$ cat src/xmr_pkg.sv
// Package for the XMODEM-1K CRC receiver: codes, phases, config indexes,
// command/status structs shared by the controller and the datapath.
// No dependencies.
package xmr_pkg;

   localparam int MAX_BLOCK_BYTES = 1024;
   localparam int SHORT_LEN       = 128;
   localparam int ADDR_W          = $clog2(MAX_BLOCK_BYTES);
   localparam int CNT_W           = $clog2(MAX_BLOCK_BYTES + 1);
   localparam int CHUNK_W         = $clog2((MAX_BLOCK_BYTES + 15) / 16 + 1);
   localparam int LONG_CHUNKS     = (MAX_BLOCK_BYTES + 15) / 16;
   localparam int SHORT_CHUNKS    = SHORT_LEN / 16;

   localparam logic [7:0] C_SOH  = 8'h01;
   localparam logic [7:0] C_STX  = 8'h02;
   localparam logic [7:0] C_EOT  = 8'h04;
   localparam logic [7:0] C_ACK  = 8'h06;
   localparam logic [7:0] C_NAK  = 8'h15;
   localparam logic [7:0] C_CAN  = 8'h18;
   localparam logic [7:0] C_POLL = 8'h43;
   localparam logic [15:0] CRC_POLY = 16'h1021;

   localparam logic [1:0] KIND_START = 2'd0;
   localparam logic [1:0] KIND_BYTE  = 2'd1;
   localparam logic [1:0] KIND_TICK  = 2'd2;

   localparam logic [2:0] REG_DEST_BASE  = 3'd0;
   localparam logic [2:0] REG_POLL_TICKS = 3'd1;
   localparam logic [2:0] REG_START_TRY  = 3'd2;
   localparam logic [2:0] REG_CAN_WAIT   = 3'd3;
   localparam logic [2:0] REG_STALL      = 3'd4;

   localparam logic [2:0] ST_RUN    = 3'd0;
   localparam logic [2:0] ST_DONE   = 3'd1;
   localparam logic [2:0] ST_CANCEL = 3'd2;
   localparam logic [2:0] ST_OOS    = 3'd3;
   localparam logic [2:0] ST_STALL  = 3'd4;
   localparam logic [2:0] ST_NOSEND = 3'd5;

   typedef enum logic [3:0] {
      PH_IDLE, PH_POLL, PH_HEADER, PH_CANWAIT, PH_NUM, PH_INV, PH_DATA,
      PH_CRCH, PH_CRCL, PH_DONE, PH_CANCEL, PH_OOS, PH_STALL, PH_NOSENDER
   } phase_type;

   // sequencer states
   typedef enum logic [2:0] {
      SQ_IDLE, SQ_EMIT1, SQ_EMIT2, SQ_READ, SQ_WAIT, SQ_CHUNK
   } seq_type;

   // commands from the controller into the datapath
   typedef struct packed {
      logic       start;      // clear transfer counters
      logic       store;      // write data byte, advance crc and count
      logic       rd_start;   // begin reading a chunk
      logic       commit;     // bump offset and block number
      logic       tally;      // add block length to byte total
      logic       latch_num;
      logic       latch_inv;
      logic       latch_crch;
      logic       latch_crcl;
      logic       chunk_next; // move to next chunk
      logic       set_long;
      logic       long_val;
   } cmd_type;

   // status from the datapath
   typedef struct packed {
      logic       block_full;
      logic       check_ok;    // complement and crc good (uses final low byte)
      logic       num_expected;
      logic       num_previous;
      logic       rd_done;     // chunk bytes assembled
      logic       last_chunk;
   } stat_type;

   function automatic logic [15:0] crc_byte(logic [15:0] crc, logic [7:0] b);
      logic [15:0] c;
      c = crc ^ {b, 8'h00};
      for (int i = 0; i < 8; i++)
         c = c[15] ? ((c << 1) ^ CRC_POLY) : (c << 1);
      return c;
   endfunction

endpackage

$ cat src/xmr_controller.sv
// Controller of the XMODEM-1K receiver: protocol phase, timers, poll count
// and the result sequencer. Uses xmr_pkg and drives xmr_datapath.
module xmr_controller (
   input  logic              clock,
   input  logic              reset,
   input  logic              in_valid,
   output logic              in_ready,
   input  logic [1:0]        kind,
   input  logic [7:0]        rx_byte,
   input  logic [31:0]       poll_ticks,
   input  logic [7:0]        start_tries,
   input  logic [31:0]       can_wait_ticks,
   input  logic [31:0]       stall_ticks,
   output xmr_pkg::cmd_type  cmd,
   input  xmr_pkg::stat_type stat,
   output logic              out_valid,
   input  logic              out_ready,
   output logic              o_txv,
   output logic [7:0]        o_txb,
   output logic              o_wv,
   output logic              o_last,
   output logic [2:0]        o_status
);
   import xmr_pkg::*;

   phase_type   ph_ff, ph_in;
   seq_type     sq_ff, sq_in;
   logic [7:0]  polls_ff, polls_in;
   logic [31:0] tmr_ff, tmr_in;
   logic [7:0]  b1_ff, b1_in, b2_ff, b2_in;   // queued tx bytes
   logic        v1_ff, v1_in, v2_ff, v2_in;
   logic        ov_ff, ov_in, otxv_ff, otxv_in, owv_ff, owv_in, olast_ff, olast_in;
   logic [7:0]  otxb_ff, otxb_in;
   logic        acc, expired;

   assign acc     = in_valid && in_ready;
   assign in_ready = sq_ff == SQ_IDLE && !ov_ff;
   assign expired = tmr_ff <= 32'd1;

   always_ff @(posedge clock) begin
      if (reset) begin
         ph_ff <= PH_IDLE; sq_ff <= SQ_IDLE; polls_ff <= '0; tmr_ff <= '0;
         v1_ff <= 1'b0; v2_ff <= 1'b0; ov_ff <= 1'b0;
         otxv_ff <= 1'b0; owv_ff <= 1'b0; olast_ff <= 1'b0;
      end else begin
         ph_ff <= ph_in; sq_ff <= sq_in; polls_ff <= polls_in; tmr_ff <= tmr_in;
         v1_ff <= v1_in; v2_ff <= v2_in; ov_ff <= ov_in;
         otxv_ff <= otxv_in; owv_ff <= owv_in; olast_ff <= olast_in;
      end
      b1_ff <= b1_in; b2_ff <= b2_in; otxb_ff <= otxb_in;
   end

   always_comb begin
      ph_in = ph_ff; sq_in = sq_ff; polls_in = polls_ff; tmr_in = tmr_ff;
      b1_in = b1_ff; b2_in = b2_ff; v1_in = v1_ff; v2_in = v2_ff;
      ov_in = ov_ff; otxv_in = otxv_ff; otxb_in = otxb_ff;
      owv_in = owv_ff; olast_in = olast_ff;
      cmd = '0;
      if (ov_ff && out_ready) ov_in = 1'b0;
      unique case (sq_ff)
         SQ_IDLE: begin
            if (acc) begin
               v1_in = 1'b0; v2_in = 1'b0; b1_in = 8'h00; b2_in = 8'h00;
               sq_in = SQ_EMIT1;
               priority case (kind)
                  KIND_START: begin
                     cmd.start = 1'b1;
                     polls_in = (start_tries == 8'd0) ? 8'd0 : start_tries - 8'd1;
                     tmr_in = poll_ticks; ph_in = PH_POLL;
                     v1_in = 1'b1; b1_in = C_POLL;
                  end
                  KIND_BYTE: begin
                     unique case (ph_ff)
                        PH_POLL, PH_HEADER: begin
                           if (rx_byte == C_EOT) begin
                              v1_in = 1'b1; b1_in = C_ACK; ph_in = PH_DONE;
                           end else if (rx_byte == C_CAN) begin
                              ph_in = PH_CANWAIT; tmr_in = can_wait_ticks;
                           end else if (rx_byte == C_SOH || rx_byte == C_STX) begin
                              cmd.set_long = 1'b1; cmd.long_val = rx_byte == C_STX;
                              ph_in = PH_NUM;
                           end else begin
                              ph_in = PH_HEADER; tmr_in = stall_ticks;
                           end
                        end
                        PH_CANWAIT: begin
                           if (rx_byte == C_CAN) begin
                              v1_in = 1'b1; b1_in = C_ACK; ph_in = PH_CANCEL;
                           end else begin
                              ph_in = PH_HEADER; tmr_in = stall_ticks;
                           end
                        end
                        PH_NUM: begin cmd.latch_num = 1'b1; ph_in = PH_INV; end
                        PH_INV: begin cmd.latch_inv = 1'b1; ph_in = PH_DATA; end
                        PH_DATA: begin
                           cmd.store = 1'b1;
                           if (stat.block_full) ph_in = PH_CRCH;
                        end
                        PH_CRCH: begin cmd.latch_crch = 1'b1; ph_in = PH_CRCL; end
                        PH_CRCL: begin
                           ph_in = PH_HEADER; tmr_in = stall_ticks;
                           if (!stat.check_ok) begin
                              v1_in = 1'b1; b1_in = C_NAK;
                           end else if (stat.num_expected) begin
                              cmd.tally = 1'b1;
                              cmd.rd_start = 1'b1; sq_in = SQ_READ;
                           end else if (stat.num_previous) begin
                              v1_in = 1'b1; b1_in = C_ACK;
                           end else begin
                              v1_in = 1'b1; b1_in = C_CAN; v2_in = 1'b1; b2_in = C_CAN;
                              ph_in = PH_OOS;
                           end
                        end
                        default: ;
                     endcase
                  end
                  KIND_TICK: begin
                     if (ph_ff == PH_POLL) begin
                        if (expired) begin
                           tmr_in = 32'd0;
                           if (polls_ff == 8'd0) ph_in = PH_NOSENDER;
                           else begin
                              polls_in = polls_ff - 8'd1; v1_in = 1'b1; b1_in = C_POLL;
                              tmr_in = poll_ticks;
                           end
                        end else tmr_in = tmr_ff - 32'd1;
                     end else if (ph_ff == PH_HEADER) begin
                        if (expired) begin
                           tmr_in = 32'd0; ph_in = PH_STALL;
                           v1_in = 1'b1; b1_in = C_CAN; v2_in = 1'b1; b2_in = C_CAN;
                        end else tmr_in = tmr_ff - 32'd1;
                     end else if (ph_ff == PH_CANWAIT) begin
                        if (expired) begin
                           ph_in = PH_HEADER; tmr_in = stall_ticks;
                        end else tmr_in = tmr_ff - 32'd1;
                     end
                  end
                  default: ;
               endcase
            end
         end
         SQ_EMIT1: begin
            if (!ov_ff || out_ready) begin
               ov_in = 1'b1; otxv_in = v1_ff; otxb_in = v1_ff ? b1_ff : 8'h00;
               owv_in = 1'b0; olast_in = !v2_ff;
               sq_in = v2_ff ? SQ_EMIT2 : SQ_IDLE;
            end
         end
         SQ_EMIT2: begin
            if (!ov_ff || out_ready) begin
               ov_in = 1'b1; otxv_in = 1'b1; otxb_in = b2_ff;
               owv_in = 1'b0; olast_in = 1'b1; sq_in = SQ_IDLE;
            end
         end
         SQ_READ: sq_in = SQ_WAIT;
         SQ_WAIT: if (stat.rd_done) sq_in = SQ_CHUNK;
         SQ_CHUNK: begin
            if (!ov_ff || out_ready) begin
               ov_in = 1'b1; owv_in = 1'b1; otxv_in = stat.last_chunk;
               otxb_in = stat.last_chunk ? C_ACK : 8'h00;
               olast_in = stat.last_chunk;
               if (stat.last_chunk) begin
                  cmd.commit = 1'b1; sq_in = SQ_IDLE;
               end else begin
                  cmd.chunk_next = 1'b1; sq_in = SQ_READ;
               end
            end
         end
         default: sq_in = SQ_IDLE;
      endcase
      if (sq_ff == SQ_READ) cmd.rd_start = 1'b1;
      if (sq_ff == SQ_IDLE && acc && kind == KIND_BYTE && ph_ff == PH_CRCL)
         cmd.rd_start = 1'b0;
   end

   always_comb begin
      unique case (ph_ff)
         PH_DONE:     o_status = ST_DONE;
         PH_CANCEL:   o_status = ST_CANCEL;
         PH_OOS:      o_status = ST_OOS;
         PH_STALL:    o_status = ST_STALL;
         PH_NOSENDER: o_status = ST_NOSEND;
         default:     o_status = ST_RUN;
      endcase
   end

   assign out_valid = ov_ff;
   assign o_txv = otxv_ff;
   assign o_txb = otxb_ff;
   assign o_wv = owv_ff;
   assign o_last = olast_ff;

   // no new item while the sequencer is busy
   a_busy: assert property (@(posedge clock) disable iff (reset)
      sq_ff != SQ_IDLE |-> !in_ready) else $error("accepted while busy");
   // a stalled result holds
   a_hold: assert property (@(posedge clock) disable iff (reset)
      ov_ff && !out_ready |=> ov_ff && $stable(olast_ff)) else $error("result dropped");
   // commit only from the chunk state
   a_commit: assert property (@(posedge clock) disable iff (reset)
      cmd.commit |-> sq_ff == SQ_CHUNK) else $error("stray commit");

endmodule
$ cat config.mk
export PLATFORM = sky130hd
export DESIGN_NAME = xmr_controller
export DESIGN_NICKNAME = d
export VERILOG_FILES = /design/src/xmr_pkg.sv /design/src/xmr_controller.sv
export SDC_FILE = /design/constraint.sdc
export NUM_CORES = 1
export LEC_CHECK = 0
export BUFFER_PORTS_ARGS = -buffer_cell sky130_fd_sc_hd__buf_2
export CAP_MARGIN = 10
export CORE_MARGIN = 8
export CORE_UTILIZATION = 47
export CTS_BUF_LIST = sky130_fd_sc_hd__clkbuf_8 sky130_fd_sc_hd__clkbuf_16
export CTS_CLUSTER_SIZE = 8
export DETAILED_ROUTE_END_ITERATION = 10
export PLACE_DENSITY = 0.74
export REMOVE_ABC_BUFFERS = 1
export SLEW_MARGIN = 20
export SYNTH_ARGS = -nofsm -noshare
export SYNTH_HDL_FRONTEND = slang
export SYNTH_SLANG_ARGS = --single-unit
$ cat constraint.sdc
create_clock -name clock -period 6.65 [get_ports clock]
set_clock_uncertainty 0.2 [all_clocks]
set_input_delay 1.33 -clock clock [delete_from_list [all_inputs] [get_ports clock]]
set_output_delay 1.33 -clock clock [all_outputs]
set_load 0.005 [all_outputs]
### Word-level counts from Yosys, hierarchy flattened

Index checks and enable logic that the tools add are counted.

| cells by class | value |
|---|---|
| mux-type cells | 129 |
| reduce and logical (&&, ||, !) cells | 28 |
| eq/ne operators | 44 |
| add/subtract/negate cells | 3 |
| magnitude comparators | 1 |

Operators by type and width:

| kind | number |
|---|---|
| $mux 32 | 11 |
| $pmux 32 s3 | 2 |
| $mux 8 | 9 |
| $mux 4 | 16 |
| $mux 5 | 10 |
| $pmux 8 s3 | 2 |
| $mux 1 | 38 |
| $mux 3 | 12 |
| $le 32x1->1 const B | 1 |
| $sub 32x1->32 const B | 1 |
| $mux 2 | 14 |
| $pmux 4 s7 | 1 |
| $eq 4x4->1 const B | 6 |
| $ne 3x3->1 const B | 7 |
| $pmux 3 s6 | 1 |
| $eq 4x3->1 const B | 4 |
| $logic_not 8->1 | 2 |
| $ne 2x2->1 const B | 8 |
| $pmux 8 s2 | 1 |
| $sub 8x1->8 const B | 2 |
| $pmux 3 s5 | 1 |
| $pmux 5 s3 | 1 |
| $mux 7 | 2 |
| $pmux 1 s3 | 4 |
| 34 further kinds | 49 |

| storage, ports and cells | value |
|---|---|
| output and inout port bits | 28 |
| flip-flop bits (word level) | 77 |
| logic and storage cells | 218 |
| bits of input ports | 124 |

### Logic depth before layout (Yosys ltp)

Gate-level depths: netlist of run 1.

| depth | value |
|---|---|
| depth after elaboration | 9 |
| mapped depth | 10 |
| mapped depth without buffers | 8 |

### Worst setup path before layout of run 1

No wires, ideal clock.

| timing path | value |
|---|---|
| path kind | input port to output port |
| from | input port kind[1] |
| to | output port cmd[0] (netlist name) |
| stages on the path | 7 |
| path buffers | 3 |
| arrival time | 2.717 ns |
| path slack | 2.403 ns |
| path through | inv_1 > ha_1 > clkbuf_1 > clkbuf_1 > clkbuf_1 > nand2_1 > nor4_1 |

RTL lines:

| item | line | RTL |
|---|---|---|
| start, declared | xmr_controller.sv:8 | `input logic [1:0] kind,` |
| end, declared | xmr_controller.sv:14 | `output xmr_pkg::cmd_type cmd,` |

==> impl_results.md, run 1 <==
* Startpoint Class: primary input
* Yosys top cell area share at 17.6%
* Pwr Total at roughly 0.0016 W
* CP arrival at about 2.9 ns
* Critical path class: primary input to primary output
* Initial DRC Count at 648
* Register area at 1450 um^2
* Post-route minimum period at between 4 and 5 ns
* IO Count at 152
* Number of diodes at 0
* Post-synth cell types at 75
* Clock root buffer: clkbuf_16
* Core outline area at ~13000 um^2
* Cts hold-fix bufs at 0
* Total negative slack at 0 ns
* Total setup buffers inserted after CTS at 0
* Max transition margin at between 30 and 40%
* Die W at about 130 um
* Critical Path RT at between 5 and 6 ns
* Synthesized cell area at approximately 6000 um^2
* Vias in the first global route at roughly 6400
* WHS Path Cells at 2
* Post_cts resized at 0
* DRT Pass-1 Iters at 5
* Layout cells sized above 1 at between 20% and 30%
* TritonCTS buffer count at 9
* Achievable frequency at about 0.23 GHz
* Comb pwr share at 38.4%
* Hold Crit Class: flip-flop to flip-flop
* Top post-synthesis cells by count: 69 x nor2_1, 55 x nand3_1, 53 x dfxtp_1
* Clock Tree Buf Depth at 2
* Register clock-pin slew on the reported worst setup and hold paths at roughly 0.06 ns
* Critical path capture point type: primary output
* RSZ-0062 raised after global routing: false
* Reg2Reg Depth at 6
* Pin count of the biggest net entering global routing at 50
* Die Span Y at about 130 um
* CTS tree: done
* Final Slew Violations at 0
* Synth warnings at 0
* Via density at 6.24
* Clock Latency Late Sink at about 0.33 ns
* Syn Inst Count at about 800
* Async SR Flop Fraction at 0%
* Die area at 16700 um^2
* Area leader, netlist: dfxtp_1
* First-pass GRT wire length at roughly 32 mm
* Row cnt at 41
* Non-filler cells, final at ~1100
* Initial antenna violation count at 0
* Slew @ Worst Pin at 1.02 ns
* Tot GR Track Use at roughly a quarter
* HPWL after DPL at ~14 mm
* CTS H-tree lvls at 3
* Most common flop cell mapped by yosys: dfxtp_1
* GR Overflow Total at 0
* Final worst path period share at between 60% and 70%
* FF+latch count, synth at 66
* Final Hold Viols at 0
* Multi-input gate area at 4190 um^2
* Power per cell area at between 200 and 250 nW/um^2
* Status: completed
* Clk sink count at between 60 and 70
* Hold slack at about 0.28 ns
* Synth top area cells: dfxtp_1 18%, edfxtp_1 6.5%, nand3_1 4.6%
* Int Pwr at 0.00105 W
* DR vias at 6779
* Number of synthesized flops with an enable pin at 13
* Total Nets Final at ~1000
* Initial Util at around 48%
* Seq/Total Area, Yosys at 24.1%
* DRC Markers at 0
* Max IR drop VDD at roughly 0.13 mV
* Placed insts at between 1000 and 1500
* # Max-Cap Violations at 0
* Setup violations, final at 0
* Clock share of power at 32.8%
* Worst-path maximum fanout at 36
* Share of power burned in registers at between 20% and 30%
* Switching share of power at 36.1%
* # fillers at 1210
* Synthesis-to-finish area growth at 18.4%
* # port buffers at 148
* Syn_area_per_cell at between 7 and 8 um^2
* Most frequent cell after synthesis: nor2_1
* GPL Wtd Cong at a little under 0.9
* Cell leakage power at 2.79 nW
* Antenna viol nets, final at 0
* Final wirelength at 20.0 mm
* Sw power at slightly below 0.0006 W
* Avg WL per Cell at between 15 and 20 um
## stage by stage
stage               cell area [um^2]  setup slack (ns)  utilization [%]
finish                          7130              2.26             56.8
global route                    7130              2.11             56.8
CTS                             7130              2.24             56.8
detailed placement              6800              2.17             54.1
global placement                6800              2.20             54.1
floorplan                       5740              2.18                -
## flip-flops by register name, indices dropped and copies added (netlist names)
signal,cells
ph_ff,4
o_txv,1
polls_ff,8
out_valid,1
o_wv,1
sq_ff,3
b2_ff,1
o_txb,6
o_last,1
tmr_ff,32
b1_ff,6
v2_ff,1
v1_ff,1
## kinds of logic (layout without fill, tap and decap cells)
| kind of cell | after synthesis | after routing | synth area share [%] |
|---|---|---|---|
| other | 1 | 3 | 0.0622 |
| DFF | 66 | 66 | 24.1 |
| and+or+nand+nor | 347 | 347 | 31.4 |
| adders and majority gates | 9 | 9 | 1.87 |
| muxes | 17 | 17 | 2.99 |
| AOI/OAI and AO/OA | 237 | 237 | 28.6 |
| buffers and inverters | 100 | 207 | 6.81 |
| xor gates and xnor gates | 29 | 29 | 4.22 |
## power groups by stage
| stage | Combinational (W) | Clock [W] | Sequential, W |
|---|---|---|---|
| finish | 0.000633 | 0.000541 | 0.000474 |
| global route | 0.000693 | 0.000560 | 0.000479 |
| CTS | 0.000624 | 0.000541 | 0.000472 |
| detailed placement | 0.000619 | 0 | 0.000481 |
| global placement | 0.000613 | 0 | 0.000480 |
| floorplan | 0.000436 | 0 | 0.000473 |
## metal layers
| metal | share of wire [%] | vias to the layer above | global-route usage (%) |
|---|---|---|---|
| li1 | - | 3279 | - |
| met4 | 2.1 | 0 | 7.53 |
| met3 | 7.3 | 31 | 3.86 |
| met1 | 45 | 3180 | 31.1 |
| met5 | 0 | - | 0 |
| met2 | 46 | 289 | 37.3 |
## path summary, 6_finish.rpt
path / from / to / slack [ns]
min: v2_ff$_SDFFE_PP0P_ / v2_ff$_SDFFE_PP0P_ / 0.28
min reg2reg: v2_ff$_SDFFE_PP0P_ / v2_ff$_SDFFE_PP0P_ / 0.28
max reg2reg: ph_ff[0]$_SDFFE_PP0P_ / tmr_ff[0]$_SDFFE_PP0P_ / 3.07
max: kind[1] / cmd[7] / 2.26
## final cells by class
type	instances	share of cell area (%)
Sequential cell	66	20.3
Tap cell	172	3.02
Timing Repair Buffer	159	11.5
Clock buffer	9	3.16
Inverter	32	1.68
Clock inverter	7	1.54
Multi-Input combinational cell	642	58.7
## worst max-delay path, cell delays in order
cell,delay (ns)
buf_2,0.11
inv_1,0.07
ha_2,0.49
buf_4,0.44
nand4_1,0.18
nor2_1,0.11
buf_2,0.12
## cell usage in the layout (no fill, tap or decap), types with 14 or more instances in the layout
cell type,Yosys,final
nand2_1,52,52
a22o_1,14,14
or2_2,22,22
a22oi_1,17,17
o32ai_1,14,14
nor2_1,69,69
xnor2_1,24,24
nand3_1,55,55
nor3_1,34,33
a32o_1,17,17
o21ai_0,29,28
inv_1,32,34
dfxtp_1,53,53
buf_2,10,148
or3_1,17,17
a21oi_1,49,48
nor4_1,21,21
Note: power is estimated with default switching activity, not from simulation.
==> inputs of run 2 (changes only) <==
==> constraint.sdc (replaced) <==
create_clock -name clock -period 4.3 [get_ports clock]
set_clock_uncertainty 0.2 [all_clocks]
set_input_delay 0.86 -clock clock [delete_from_list [all_inputs] [get_ports clock]]
set_output_delay 0.86 -clock clock [all_outputs]
set_load 0.005 [all_outputs]
==> run 2 against run 1 <==
Net effect: wire length is 0.70% higher; worst hold slack worse by 0.0036 ns; sequential power rose by 54%; largest power group unchanged.
==> impl_results.md, run 2 (synthesis results as in run 1) <==
* Critical path class: flip-flop to primary output
* Most frequent cells in the layout: 148 x buf_2, 69 x nor2_1, 55 x nand3_1
* Clock Latency Late Sink at 0.33 ns (about the same)
* Clock Tree Buf Depth at 2 (unchanged)
* Critical Path Start: sq_ff[2]$_SDFFE_PP0P_
* CTS H-tree lvls at 3 (unchanged)
* Vias in the first global route at 6540 (+2.7%)
* Core outline area at 12600 um^2 (unchanged)
* CP arrival at 2.47 ns (-0.39 ns)
* Final worst path period share at 82.1%
* FF-to-FF Start: ph_ff[0]$_SDFFE_PP0P_
* Initial DRC Count at 794 (+23%)
* CP most frequent cell: nand2_1
* Crit-path leading delay family: simple AND/OR/NAND/NOR gates
* Final Hold Viols at 0 (unchanged)
* Setup violations, final at 0 (unchanged)
* RSZ-0062 raised after global routing: false
* First-pass GRT wire length at 32.5 mm (+2.0%)
* Antenna viol nets, final at 0 (unchanged)
* Total negative slack at 0 ns (unchanged)
* GR Overflow Total at 0 (unchanged)
* Share of power burned in registers at 28.2% (-0.5 points)
* Clock root buffer: clkbuf_16
* Row cnt at 41 (unchanged)
* Pin count of the biggest net entering global routing at 38 (-24%)
* Final wirelength at 20.1 mm (+0.70%)
* CTS tree: done
* Hold slack at 0.273 ns (-0.00361 ns)
* DRC Markers at 0 (unchanged)
* Cts hold-fix bufs at 0 (unchanged)
* GPL Wtd Cong at 0.934 (+5.2%)
* Max IR drop VDD at 0.200 mV (+57%)
* Crit path max-delay cell type: dfxtp_1
* DRT Pass-1 Iters at 6 (+1)
* Crit path largest cell delay at 0.48 ns (about the same)
* Tot GR Track Use at 23.6% (+0.31 points)
* Post-layout util at 57.7% (+0.96 points)
* Total Nets Final at 1056 (+1.2%)
* Status: completed
* # fillers at 1241 (+2.6%)
* CP cell instances: nor4_2 -> nand2_1 -> buf_4 -> inv_1 -> nand2_1 -> nor4_1 -> buf_2
* Critical path capture point type: primary output
* Most common cell after layout, fill and taps aside: buf_2
* Post_cts resized at 0 (unchanged)
* Clock share of power at 33.0% (+0.2 points)
* Cell leakage power at 2.86 nW (+2.4%)
* Avg WL per Cell at 18.3 um (-0.49%)
* Slew @ Worst Pin at 0.962 ns (-0.0552 ns)
* Via density at 6.30 (+1.1%)
* Sw power at 0.000953 W (+60%)
* Hold Crit Class: flip-flop to flip-flop
* Startpoint Class: flip-flop
* HPWL after DPL at 14.6 mm (+2.7%)
* Initial Util at 47.9% (unchanged)
* Initial antenna violation count at 0 (unchanged)
* # port buffers at 148 (unchanged)
* Number of diodes at 0 (unchanged)
* DR vias at 6934 (+2.3%)
* Die W at 129 um (unchanged)
* # Max-Cap Violations at 0 (unchanged)
* Achievable frequency at roughly 0.28 GHz
* Critical Path RT at 3.24 ns (-1.88 ns)
* Die area at 16700 um^2 (unchanged)
* Largest Register: tmr_ff
* Layout cells sized above 1 at 25.3% (+1.3 points)
* Int Pwr at 0.00163 W (+55%)
* Worst-path maximum fanout at 18 (-50%)
* Top Registers: tmr_ff (32), polls_ff (8)
* Synthesis-to-finish area growth at 20.4%
* Comb pwr share at 38.8% (+0.4 points)
* Switching share of power at 36.9% (+0.83 points)
* TritonCTS buffer count at 9 (unchanged)
* Total setup buffers inserted after CTS at 0 (unchanged)
* Clk sink count at 66 (unchanged)
* Post-route minimum period at between 3 and 4 ns
* Final Slew Violations at 0 (unchanged)
* Min-delay src: o_wv$_SDFFE_PP0P_
* Power per cell area at 356 nW/um^2 (+54%)
* WP buf/inv at 3 (-1)
* Max transition margin at 35.8% (+3.6 points)
* Max reg flops at 32 (unchanged)
* Die Span Y at 129 um (unchanged)
* IO Count at 152 (unchanged)
* Register clock-pin slew on the reported worst setup and hold paths at 0.06 ns (about the same)
==> run 2: changes by cell type in the layout (fill, tap and decap cells not counted), sizes merged <==
cell / delta
buf: +13
bufinv: -1
clkbuf: +1
clkinv: +1
clkinvlp: -1
==> run 2: worst min-delay path: stages, from the launching register on <==
cell and delay (ns):
dfxtp_1 0.32, nand2_1 0.06, a21oi_1 0.05
==> run 2: through the flow <==
stage	total power, W	cells	instance area (um^2)	worst slack [ns]
floorplan	0.00141	740	5740	0.339
global placement	0.00171	1084	6910	0.563
detailed placement	0.00172	1084	6910	0.549
CTS	0.00257	1100	7250	0.742
global route	0.00271	1100	7250	0.441
finish	0.00258	1100	7250	0.768
==> run 2: final timing paths <==
check | endpoint | slack [ns] | cells after the start
max | cmd[0] | 0.77 | 7
min | o_wv$_SDFFE_PP0P_ | 0.27 | 2
max reg2reg | tmr_ff[4]$_SDFFE_PP0P_ | 1.11 | 8
min reg2reg | o_wv$_SDFFE_PP0P_ | 0.27 | 2
==> run 2: final cells by class <==
class / instances / area (um^2) / share of cell area (%)
multi-input cells: 642 / 4190 / 57.7
flip-flops and latches: 66 / 1450 / 20.0
repair buffers: 172 / 933 / 12.9
clock buffers: 10 / 250 / 3.45
well taps: 172 / 215 / 2.97
inverters: 32 / 120 / 1.66
clock inverters: 6 / 95.1 / 1.31
==> run 2: power by group through the flow <==
stage	registers (W)	clock network [W]	logic, W
after floorplan	0.000731	0	0.000674
after global placement	0.000740	0	0.000974
after detailed placement	0.000741	0	0.000979
after CTS	0.000728	0.000856	0.000988
after global routing	0.000737	0.000882	0.00109
final	0.000729	0.000853	0.00100
==> run 2: metal layers <==
layer	global-route usage (%)	vias up	share of wire [%]
li1	-	3315	-
met1	31.8	3214	43
met2	37.8	369	46
met3	3.86	36	8.9
met4	6.98	0	2.0
met5	0	-	0
